`src/rtl/bnms_pkg.sv`:
```
`timescale 1ns / 1ps
// ----------------------------------------------------------------------------
// bnms_pkg
// Shared constants and controller/datapath interface types for the box
// non-maximum suppression block.
// ----------------------------------------------------------------------------
package bnms_pkg;

    localparam int MAX_BOXES_DEF  = 32;
    localparam int COORD_BITS_DEF = 12;
    localparam int THR_W          = 16;
    localparam logic [THR_W-1:0] THR_RESET = 16'd32768;

    typedef struct packed {
        logic load;       // input transaction accepted
        logic start;      // start a scan over the stored boxes
        logic mode_supp;  // scan kind: 1 suppression, 0 max-area search
        logic fetch;      // read best box, mark it done
        logic capt;       // capture fetched box as current
        logic out_load;   // load output register with current box
        logic out_last;   // run_last for the loaded result
        logic clear;      // end of batch
    } t_cmd;

    typedef struct packed {
        logic busy;       // scan issuing or pipeline not drained
        logic found;      // max-area search found an open box
        logic out_free;   // output register can take a result
    } t_status;

endpackage

```
`src/rtl/bnms_dp.sv`:
```
`timescale 1ns / 1ps
// ----------------------------------------------------------------------------
// bnms_dp
// Datapath: box memory, done flags, five-stage scan pipeline shared by the
// max-area search and the IoU suppression pass, output register.
// ----------------------------------------------------------------------------
module bnms_dp #(
    parameter int MAX_BOXES  = bnms_pkg::MAX_BOXES_DEF,
    parameter int COORD_BITS = bnms_pkg::COORD_BITS_DEF
) (
    input  logic                        i_clk,
    input  logic                        i_rst_n,
    input  bnms_pkg::t_cmd              i_cmd,
    output bnms_pkg::t_status           o_sts,
    input  logic [4*COORD_BITS-1:0]     i_in_data,
    input  logic                        i_cfg_we,
    input  logic [bnms_pkg::THR_W-1:0]  i_cfg_wdata,
    input  logic                        i_out_ready,
    output logic                        o_out_valid,
    output logic [4*COORD_BITS-1:0]     o_out_data,
    output logic                        o_out_last,
    output logic                        o_out_ovf
);

    localparam int CB = COORD_BITS;
    localparam int BW = 4*CB;
    localparam int IW = (MAX_BOXES > 1) ? $clog2(MAX_BOXES) : 1;
    localparam int CW = $clog2(MAX_BOXES + 1);
    localparam int AW = 2*CB;
    localparam int UW = AW + 1;
    localparam int PW = bnms_pkg::THR_W + UW;

    logic [BW-1:0]  mem [MAX_BOXES];
    logic [MAX_BOXES-1:0] r_done;

    logic [bnms_pkg::THR_W-1:0] r_thr;
    logic [CW-1:0]  r_cnt;
    logic           r_ovf;

    logic           r_issue, r_supp;
    logic [IW-1:0]  r_idx, r_bidx;
    logic [IW-1:0]  rd_addr;
    logic [BW-1:0]  r_rd, r_cur;
    logic [AW-1:0]  r_cur_area;

    logic           r_v1, r_v2, r_v3, r_v4, r_v5;
    logic [IW-1:0]  r_i1, r_i2, r_i3, r_i4, r_i5;
    logic [AW-1:0]  r_area2, r_area3, r_best;
    logic [CB-1:0]  r_wi2, r_hi2;
    logic [AW-1:0]  r_inter3, r_inter4, r_inter5;
    logic [UW-1:0]  r_uni4;
    logic [PW-1:0]  r_prod5;
    logic           r_found;

    logic           r_out_valid, r_out_last, r_out_ovf;
    logic [BW-1:0]  r_out_data;

    // box fields: x lowest, then y, width, height
    logic [CB-1:0]  ax, ay, aw, ah, bx, by, bw, bh;
    logic [CB:0]    x1, y1, x2, y2, ax2, bx2, ay2, by2;
    logic [CB-1:0]  wi, hi;
    logic           last_idx, out_free;

    assign ax = r_cur[CB-1:0];
    assign ay = r_cur[2*CB-1:CB];
    assign aw = r_cur[3*CB-1:2*CB];
    assign ah = r_cur[4*CB-1:3*CB];
    assign bx = r_rd[CB-1:0];
    assign by = r_rd[2*CB-1:CB];
    assign bw = r_rd[3*CB-1:2*CB];
    assign bh = r_rd[4*CB-1:3*CB];

    // overlap never exceeds either width or height, so CB bits hold it
    always_comb begin
        x1  = (ax > bx) ? {1'b0, ax} : {1'b0, bx};
        y1  = (ay > by) ? {1'b0, ay} : {1'b0, by};
        ax2 = {1'b0, ax} + {1'b0, aw};
        bx2 = {1'b0, bx} + {1'b0, bw};
        ay2 = {1'b0, ay} + {1'b0, ah};
        by2 = {1'b0, by} + {1'b0, bh};
        x2  = (ax2 < bx2) ? ax2 : bx2;
        y2  = (ay2 < by2) ? ay2 : by2;
        wi  = (x2 > x1) ? CB'(x2 - x1) : '0;
        hi  = (y2 > y1) ? CB'(y2 - y1) : '0;
    end

    assign rd_addr  = r_issue ? r_idx : r_bidx;
    assign last_idx = (r_idx == IW'(r_cnt - CW'(1)));
    assign out_free = !r_out_valid || i_out_ready;

    always_ff @(posedge i_clk) begin
        if (i_cmd.load && (r_cnt < CW'(MAX_BOXES))) begin
            mem[r_cnt[IW-1:0]] <= i_in_data;
        end
        r_rd <= mem[rd_addr];
    end

    // payload pipeline
    always_ff @(posedge i_clk) begin
        r_i1       <= r_idx;
        r_i2       <= r_i1;
        r_i3       <= r_i2;
        r_i4       <= r_i3;
        r_i5       <= r_i4;
        r_area2    <= bw * bh;
        r_wi2      <= wi;
        r_hi2      <= hi;
        r_inter3   <= r_wi2 * r_hi2;
        r_area3    <= r_area2;
        r_inter4   <= r_inter3;
        r_uni4     <= {1'b0, r_cur_area} + {1'b0, r_area3} - {1'b0, r_inter3};
        r_inter5   <= r_inter4;
        r_prod5    <= r_thr * r_uni4;
        r_cur_area <= aw * ah;
        if (i_cmd.capt) begin
            r_cur <= r_rd;
        end
        if (i_cmd.out_load) begin
            r_out_data <= r_cur;
            r_out_last <= i_cmd.out_last;
            r_out_ovf  <= r_ovf;
        end
    end

    always_ff @(posedge i_clk) begin
        if (!i_rst_n) begin
            r_thr       <= bnms_pkg::THR_RESET;
            r_cnt       <= '0;
            r_ovf       <= 1'b0;
            r_done      <= '0;
            r_issue     <= 1'b0;
            r_supp      <= 1'b0;
            r_idx       <= '0;
            r_bidx      <= '0;
            r_best      <= '0;
            r_found     <= 1'b0;
            r_v1        <= 1'b0;
            r_v2        <= 1'b0;
            r_v3        <= 1'b0;
            r_v4        <= 1'b0;
            r_v5        <= 1'b0;
            r_out_valid <= 1'b0;
        end else begin
            if (i_cfg_we) begin
                r_thr <= i_cfg_wdata;
            end
            if (i_cmd.load) begin
                if (r_cnt < CW'(MAX_BOXES)) begin
                    r_cnt <= r_cnt + CW'(1);
                end else begin
                    r_ovf <= 1'b1;
                end
            end

            r_v1 <= r_issue && !r_done[r_idx];
            r_v2 <= r_v1;
            r_v3 <= r_v2;
            r_v4 <= r_v3;
            r_v5 <= r_v4;

            if (i_cmd.start) begin
                r_issue <= 1'b1;
                r_idx   <= '0;
                r_supp  <= i_cmd.mode_supp;
                r_found <= 1'b0;
            end else if (r_issue) begin
                if (last_idx) begin
                    r_issue <= 1'b0;
                end else begin
                    r_idx <= r_idx + IW'(1);
                end
            end

            // strict compare keeps the earliest box among equal areas
            if (!r_supp && r_v2 && (!r_found || (r_area2 > r_best))) begin
                r_found <= 1'b1;
                r_best  <= r_area2;
                r_bidx  <= r_i2;
            end

            if (r_supp && r_v5 && ({1'b0, r_inter5, 16'b0} > r_prod5)) begin
                r_done[r_i5] <= 1'b1;
            end

            if (i_cmd.fetch) begin
                r_done[r_bidx] <= 1'b1;
            end

            if (i_cmd.clear) begin
                r_cnt  <= '0;
                r_ovf  <= 1'b0;
                r_done <= '0;
            end

            if (i_cmd.out_load) begin
                r_out_valid <= 1'b1;
            end else if (i_out_ready) begin
                r_out_valid <= 1'b0;
            end
        end
    end

    assign o_sts.busy     = r_issue || r_v1 || r_v2 || r_v3 || r_v4 || r_v5;
    assign o_sts.found    = r_found;
    assign o_sts.out_free = out_free;

    assign o_out_valid = r_out_valid;
    assign o_out_data  = r_out_data;
    assign o_out_last  = r_out_last;
    assign o_out_ovf   = r_out_ovf;

endmodule

```
`src/rtl/bnms_ctrl.sv`:
```
`timescale 1ns / 1ps
// ----------------------------------------------------------------------------
// bnms_ctrl
// Controller: batch loading, alternating max-area search and suppression
// scans, and hand-off of each kept box to the output register.
// ----------------------------------------------------------------------------
module bnms_ctrl (
    input  logic                i_clk,
    input  logic                i_rst_n,
    input  logic                i_in_valid,
    input  logic                i_in_last,
    output logic                o_in_ready,
    input  bnms_pkg::t_status   i_sts,
    output bnms_pkg::t_cmd      o_cmd
);

    typedef enum logic [5:0] {
        ST_IDLE  = 6'b000001,
        ST_FIND  = 6'b000010,
        ST_FETCH = 6'b000100,
        ST_CAPT  = 6'b001000,
        ST_SUPP  = 6'b010000,
        ST_OUT   = 6'b100000
    } t_state;

    t_state r_state, n_state;
    logic   r_pend, n_pend;

    always_comb begin
        n_state    = r_state;
        n_pend     = r_pend;
        o_cmd      = '0;
        o_in_ready = 1'b0;
        case (r_state)
            ST_IDLE: begin
                o_in_ready = 1'b1;
                o_cmd.load = i_in_valid;
                if (i_in_valid && i_in_last) begin
                    o_cmd.start = 1'b1;
                    n_state     = ST_FIND;
                end
            end
            ST_FIND: begin
                if (!i_sts.busy) begin
                    if (r_pend) begin
                        n_state = ST_OUT;
                    end else if (i_sts.found) begin
                        n_state = ST_FETCH;
                    end else begin
                        o_cmd.clear = 1'b1;
                        n_state     = ST_IDLE;
                    end
                end
            end
            ST_FETCH: begin
                o_cmd.fetch = 1'b1;
                n_state     = ST_CAPT;
            end
            ST_CAPT: begin
                o_cmd.capt      = 1'b1;
                o_cmd.start     = 1'b1;
                o_cmd.mode_supp = 1'b1;
                n_pend          = 1'b1;
                n_state         = ST_SUPP;
            end
            ST_SUPP: begin
                if (!i_sts.busy) begin
                    o_cmd.start = 1'b1;
                    n_state     = ST_FIND;
                end
            end
            ST_OUT: begin
                if (i_sts.out_free) begin
                    o_cmd.out_load = 1'b1;
                    o_cmd.out_last = !i_sts.found;
                    n_pend         = 1'b0;
                    if (i_sts.found) begin
                        n_state = ST_FETCH;
                    end else begin
                        o_cmd.clear = 1'b1;
                        n_state     = ST_IDLE;
                    end
                end
            end
            default: begin
                n_state = ST_IDLE;
                n_pend  = 1'b0;
            end
        endcase
    end

    always_ff @(posedge i_clk) begin
        if (!i_rst_n) begin
            r_state <= ST_IDLE;
            r_pend  <= 1'b0;
        end else begin
            r_state <= n_state;
            r_pend  <= n_pend;
        end
    end

endmodule

```
`src/rtl/box_non_max_suppression.sv`:
```
`timescale 1ns / 1ps
// ----------------------------------------------------------------------------
// box_non_max_suppression
// Greedy IoU non-maximum suppression over a batch of boxes.
// ----------------------------------------------------------------------------
// Boxes arrive on the s_axis channel, one per transaction; tlast ends the
// batch. Up to MAX_BOXES boxes are stored, later ones are dropped and the
// batch's results carry overflow in m_axis_tuser.
// Loading accepts one box per cycle. After tlast the block runs one max-area
// search, then per kept box a fetch, a capture, a suppression pass, the next
// search and the output load. Each scan covers the n stored boxes through a
// five-stage pipeline.
// s_axis_tready is low from tlast until the final kept box is loaded in the
// output register. m_axis_tlast marks the final kept box of the batch.
// A stalled receiver holds the result in the output register and the
// processing waits for it; nothing is lost.
// Threshold writes via i_cfg_we/i_cfg_wdata take effect at once and should
// come while no batch is in flight.
// Reset (i_rst_n low, synchronous) empties the store, clears the output
// and sets the threshold to 0.5 (32768).
// ----------------------------------------------------------------------------
module box_non_max_suppression #(
    parameter int MAX_BOXES  = bnms_pkg::MAX_BOXES_DEF,
    parameter int COORD_BITS = bnms_pkg::COORD_BITS_DEF,
    localparam int TDATA_W   = ((4*COORD_BITS + 7) / 8) * 8
) (
    input  logic                        i_clk,
    input  logic                        i_rst_n,
    input  logic                        i_cfg_we,
    input  logic [bnms_pkg::THR_W-1:0]  i_cfg_wdata,
    input  logic                        s_axis_tvalid,
    output logic                        s_axis_tready,
    // box_x, box_y, box_width, box_height, zero pad
    input  logic [TDATA_W-1:0]          s_axis_tdata,
    input  logic                        s_axis_tlast,
    output logic                        m_axis_tvalid,
    input  logic                        m_axis_tready,
    // kept_x, kept_y, kept_width, kept_height, zero pad
    output logic [TDATA_W-1:0]          m_axis_tdata,
    output logic                        m_axis_tlast,
    // overflow
    output logic                        m_axis_tuser
);

    bnms_pkg::t_cmd    cmd;
    bnms_pkg::t_status sts;
    logic [4*COORD_BITS-1:0] out_data;

    bnms_ctrl u_ctrl (
        .i_clk      (i_clk),
        .i_rst_n    (i_rst_n),
        .i_in_valid (s_axis_tvalid),
        .i_in_last  (s_axis_tlast),
        .o_in_ready (s_axis_tready),
        .i_sts      (sts),
        .o_cmd      (cmd)
    );

    bnms_dp #(
        .MAX_BOXES  (MAX_BOXES),
        .COORD_BITS (COORD_BITS)
    ) u_dp (
        .i_clk       (i_clk),
        .i_rst_n     (i_rst_n),
        .i_cmd       (cmd),
        .o_sts       (sts),
        .i_in_data   (s_axis_tdata[4*COORD_BITS-1:0]),
        .i_cfg_we    (i_cfg_we),
        .i_cfg_wdata (i_cfg_wdata),
        .i_out_ready (m_axis_tready),
        .o_out_valid (m_axis_tvalid),
        .o_out_data  (out_data),
        .o_out_last  (m_axis_tlast),
        .o_out_ovf   (m_axis_tuser)
    );

    assign m_axis_tdata = TDATA_W'(out_data);

endmodule
```
`config.mk`:
```
export PLATFORM = sky130hd
export DESIGN_NAME = box_non_max_suppression
export DESIGN_NICKNAME = d
export VERILOG_FILES = /design/src/rtl/bnms_pkg.sv /design/src/rtl/bnms_dp.sv /design/src/rtl/bnms_ctrl.sv /design/src/rtl/box_non_max_suppression.sv
export SDC_FILE = /design/constraint.sdc
export NUM_CORES = 2
export LEC_CHECK = 0
export BUFFER_PORTS_ARGS = -buffer_cell sky130_fd_sc_hd__buf_2
export CORE_UTILIZATION = 55
export DETAILED_ROUTE_END_ITERATION = 10
export PLACE_DENSITY = 0.75
export SLEW_MARGIN = 30
export SYNTH_ARGS = -nofsm -noshare
export SYNTH_HDL_FRONTEND = slang
export SYNTH_SLANG_ARGS = --single-unit
```
`constraint.sdc`:
```
create_clock -name i_clk -period 14.83 [get_ports i_clk]
set_input_delay 1.483 -clock i_clk [delete_from_list [all_inputs] [get_ports i_clk]]
set_output_delay 1.483 -clock i_clk [all_outputs]
set_load 0.05 [all_outputs]
```
After elaboration in Yosys (flattened, before gate mapping). Memory sizes are Yosys's and may differ from the RTL's. A register that Yosys moved wholly into a read port is not among the register bits. Cells that the tools add are included.

Register bits: 462. Latch bits: 0. Bits in writable memories: 1536. ROM bits: 0. Output and inout bits: 52. Word-level logic and storage cells: 160. Memories kept: 1.

Memory list: u_dp.mem (words 32, bits a word 48, rd ports 1, clocked after Yosys merged registers in 1, write ports 1, RTL line bnms_dp.sv:33) `logic [BW-1:0] mem [MAX_BOXES];`.

Add/sub/neg operators: 11. $mul: 4. Divide/modulo/power cells: 0. $lt $le $gt $ge: 14. Eq/ne operators: 11. Shifts and indexed selects: 0. Muxes and demuxes: 45. Bitwise logic cells: 6. Reductions and logical operators: 31.

Operator list (number): $mux W32 (3); $mul A12 B12 Y24 (3); $or A32 B32 Y32 (2); $add A12 B12 Y13 (4); $gt A40 B41 Y1 (1); $mul A16 B25 Y41 (1); $pmux W6 S6 (1); $mux W6 (5); $gt A13 B12 Y1 (2); $lt A13 B13 Y1 (2); $mux W13 (2); $add A24 B24 Y25 (1); $sub A25 B24 Y25 (1); $gt A12 B12 Y1 (2); $gt A24 B24 Y1 (1); $mux W12 (2); $sub A12 B12 Y12 (2); $mux W1 (22); $lt A5 B6 Y1 const B (3); $demux W1 S5 (2); $ge A5 B1 Y1 const B (2); $reduce_and A2 Y1 (5); $logic_and A1 B1 Y1 (9); $logic_or A1 B1 Y1 (7); other kinds (25) (37).

Logic depth before layout (Yosys ltp).
Depth after elaboration: 9. Depth in mapped cells: 30. Depth with buffers taken out: 29.

By module. Synthesis repeated with hierarchy kept, for this count alone.

Cells, all modules: 7896. Area total of the unflattened synthesis: 106597.2 um^2.

Modules (own cells, without submodules): bnms_dp (instances 1, cells an instance 7829, area each 106049.2 um^2, seq. area each 57174.8 um^2); bnms_ctrl (instances 1, cells an instance 67, area each 548.0 um^2, seq. area each 140.1 um^2).

Worst setup path before layout. OpenSTA, ideal clock, no wires.

Path kind: register -> register. Start: register u_dp.r_cur[12]. End: register u_dp.r_hi2[3]. Arrival: 5.869 ns. Path slack: 8.840 ns. Stages on the path, launching flop included: 31. Clock period less this slack: 5.990 ns. Cell sequence: edfxtp_1 ha_1 fa_1 a21o_1 a21oi_1 o21bai_1 a21oi_1 o21bai_1 a41oi_1 nor2b_1 xnor2_1 ha_1 a21oi_1 nor2b_1 o21ai_0 o21ai_0 a211oi_2 clkbuf_1 nand2_1 o21ai_0 ha_1 nor2b_1 o21ai_0 a21oi_1 o21ai_0 a21oi_1 a2111oi_2 a21oi_1 a211oi_1 buf_2 nor3_1.

Cells in the longest elaborated chain, start to end: 4.

RTL lines: from (decl) (RTL line bnms_dp.sv:43) `logic [BW-1:0] r_rd, r_cur;`; from (signal assigned) (RTL line bnms_dp.sv:116) `r_cur <= r_rd;`; $add A12 B12 Y13 (RTL line bnms_dp.sv:79) `ay2 = {1'b0, ay} + {1'b0, ah};`; $lt A13 B13 Y1 (RTL line bnms_dp.sv:82) `y2 = (ay2 < by2) ? ay2 : by2;`; $mux W13 (RTL line bnms_dp.sv:82); $sub A12 B12 Y12 / $gt A13 B12 Y1 (equally long branches) (RTL line bnms_dp.sv:84) `hi = (y2 > y1) ? CB'(y2 - y1) : '0;`; to (signal assigned) (RTL line bnms_dp.sv:107) `r_hi2 <= hi;`; to (decl) (RTL line bnms_dp.sv:49) `logic [CB-1:0] r_wi2, r_hi2;`.

Several ways; a longest one is shown, not always the timed one. A chain may end at the register's enable or synchronous reset.

Worst setup path in the final report.
Start: register u_dp.r_cur[36]. End: register u_dp.r_hi2[9].

Cells in the longest elaborated chain, start to end: 4.

RTL lines (RTL line): $add A12 B12 Y13 (*) (bnms_dp.sv:79); $lt A13 B13 Y1 (bnms_dp.sv:82); $mux W13 (*) (bnms_dp.sv:82); $sub A12 B12 Y12 / $gt A13 B12 Y1 (equally long branches) (bnms_dp.sv:84).

Mark *: on every way between the ends. The rest lies on a longest branch, timed or not.

==> impl_metrics.tcl <==
set metrics [dict create \
    status "completed" \
    die-width_um 450 \
    post-place-ws_ns 7.90 \
    yosys-top-cells-count "edfxtp_1 (1634), inv_1 (1005), nand2_1 (969), fa_1 (650), a21oi_1 (503)" \
    cts_hold_buf 0 \
    synth_compound_area_share_pct 8.92 \
    synth_top_family_by_area "adder cells" \
    worstSetupPathType "reg -> reg" \
    p_leak_nw 46.2 \
    hold_path.class "reg -> reg" \
    cap_violations 0 \
    clock_latency_ns 0.88 \
    stdcell_area_um2 120000 \
    synth.most_common_cell "edfxtp_1" \
    hp-start "u_dp.r_i4[4]" \
    dieArea_um2 202000 \
    worst_pin_slew_ns 1.05 \
    dpl_cell_area_um2 114000 \
    vias 71100 \
    async_reset_ff_share_pct 0 \
    vdd_drop_max_mv 0.731 \
    synthAdderAreaFrac_pct 17.5 \
    synth_ff_type "edfxtp_1" \
    row_count 163 \
    end_kind "flop" \
    regArea_um2 57400 \
    cts_tree "done" \
    power_density_nw_per_um2 245 \
    fillers 14800 \
    io-pin-count 122 \
    synth_top_cell_by_area "edfxtp_1" \
    finalCritPeriodShare_pct 47.4 \
    finalSetupViolations 0 \
    slew_viol_final 0 \
    fmax_ghz 0.142 \
    grt_pass1_wl_um 435000 \
    yosys.area_share.simple_pct 8.14 \
    core_area_um2 198000 \
    overflow 0 \
    hpwlAfterDp_um 174000 \
    grt_setup_unrepaired "no" \
    yosysSeqAreaShare_pct 52.0 \
    synth_nets 9981 \
    grt_max_degree 126 \
    die_h_um 450 \
    tns_ns 0 \
    final.min_clock_period_ns 7.02 \
    synth_warnings 0 \
    cts_setup_buffers 0 \
    synth_seq_cells 2046 \
    clkSinkCount 2046 \
    port_buffers 121 \
    synth_cells 8763 \
    grt_pass1_vias 73300 \
    place_inst 11100 \
    layout-drive-gt1-share_pct 10.1 \
    grtUsageTotal_pct 28.3 \
    nets 9927 \
    cp_common_cell "a21oi_1" \
    first_iter_violations 7406 \
    timing.final.ws_setup_ns 7.81 \
    max_slew_margin_pct 30.0 \
    area_delta_synth_final_pct 9.00 \
    synth_xor_area_share_pct 1.47 \
    clockBufferDepth 3 \
    cpPeakStageDelay_ns 0.62 \
    vias_per_cell 6.16 \
    synth.distinct_cells 70 \
    drc_errors 0 \
    antenna_found_initial 34 \
    netlist_area_um2 110000 \
    synthMuxAreaShare_pct 6.88 \
    worstSetupStartpoint "u_dp.r_cur[36]" \
    detail_route.first_pass.iterations 8 \
    multiInputGateArea_um2 47600 \
    synth_edf_count 1634 \
    crit_required_ns 15.50 \
    start_util_pct 55.6 \
    htree_levels 4 \
    final_util_pct 60.6 \
    cp.arrival_ns 7.70 \
    crit_path_start_kind "flop" \
    postSynthAreaPerCell_um2 12.6 \
    crit_slowest_cell "edfxtp_1" \
    wl_per_cell_um 24.9 \
    cts-root-buf "clkbuf_16" \
    wirelength_um 287000 \
    antenna_left 0 \
    fin_worst_skew_ns 0.104 \
    clkSlewWorstSetupHoldPaths_ns 0.06 \
    yosysTopAreaCellShare_pct 44.5 \
    synth_area_leaders "edfxtp_1 (45%), fa_1 (12%), dfxtp_1 (7.5%)" \
    final-hold-violation-count 0 \
    globalplace.congestion 0.903 \
    reg2reg_from "u_dp.r_cur[36]" \
    ctsResizeCount 0 \
    instances_no_fill 11500 \
    numCtsBuffers 198 \
    crit_fanout 17 \
]
[area by class of cell]
class / count / share of cell area [%]
Antenna cell: 18 / 0.0375
Clock buffer: 251 / 4.38
Clock inverter: 122 / 0.999
Inverter: 1007 / 3.16
Multi-Input combinational cell: 5241 / 39.7
Sequential cell: 2046 / 47.7
Tap cell: 2640 / 2.75
Timing Repair Buffer: 215 / 1.28
[state kept, by name (all words and copies together) (netlist names), 25 cells and up]
| register | count |
|---|---|
| u_dp.mem | 1536 |
| u_dp.o_out_data | 48 |
| u_dp.r_cur | 48 |
| u_dp.r_done | 32 |
| u_dp.r_prod5 | 41 |
| u_dp.r_rd | 48 |
| u_dp.r_uni4 | 25 |
[per-stage QoR]
step	hold WS [ns]	power (mW)
after floorplan	0.310	19.9
after global placement	0.310	23.9
after detailed placement	0.312	24.4
after CTS	0.298	29.5
after global routing	0.300	31.8
final	0.301	29.4
[per-layer routing]
layer  track usage [%]  up-vias  routed length [um]
li1                  -    30700                   -
met4              14.7       10               15900
met2              47.4     3876              140000
met5                 0        -                  75
met1              35.7    35700              105000
met3              4.53      818               25400
[kinds of logic (layout without fill, tap and decap cells)]
group / after synthesis / after routing
compound gates: 1577 / 1577
xor+xnor: 185 / 185
fa+ha+maj: 1148 / 1148
buf+inv: 1476 / 1595
flops: 2046 / 2046
mux: 386 / 386
other cells: 0 / 18
simple gates: 1945 / 1945
[worst max-delay path: cells and delay by family (launching register included)]
kind | cells | cell delay [ns]
compound gates | 19 | 3.75
fa+ha+maj | 4 | 1.35
flops | 1 | 0.62
buf+inv | 2 | 0.54
simple gates | 4 | 0.44
xor+xnor | 1 | 0.17
[final timing paths]
path | to | slack (ns) | depth (start not counted)
max | u_dp.r_hi2[9] | 7.81 | 30
min | u_dp.r_i5[4] | 0.30 | 0
min reg2reg | u_dp.r_i5[4] | 0.30 | 0
max reg2reg | u_dp.r_hi2[9] | 7.81 | 30
[cell usage in the layout, fill, tap and decap left out, drive strengths merged, types with 107 or more instances in the layout]
cell type / count
nand2: 969
xnor2: 135
dfxtp: 412
nor2: 263
o21ai: 287
fa: 650
and2: 340
a21oi: 503
a211oi: 258
o21a: 126
inv: 1016
buf: 215
ha: 498
clkbuf: 251
mux4: 297
edfxtp: 1634
o211ai: 107
[power breakdown]
group	total [mW]	internal (mW)	switching [mW]	leakage, nW
Clock	5.01	2.76	2.25	3.15
Sequential	7.59	6.88	0.718	18.1
Combinational	16.8	7.03	9.80	24.9
Note: power is estimated with default switching activity, not from simulation.
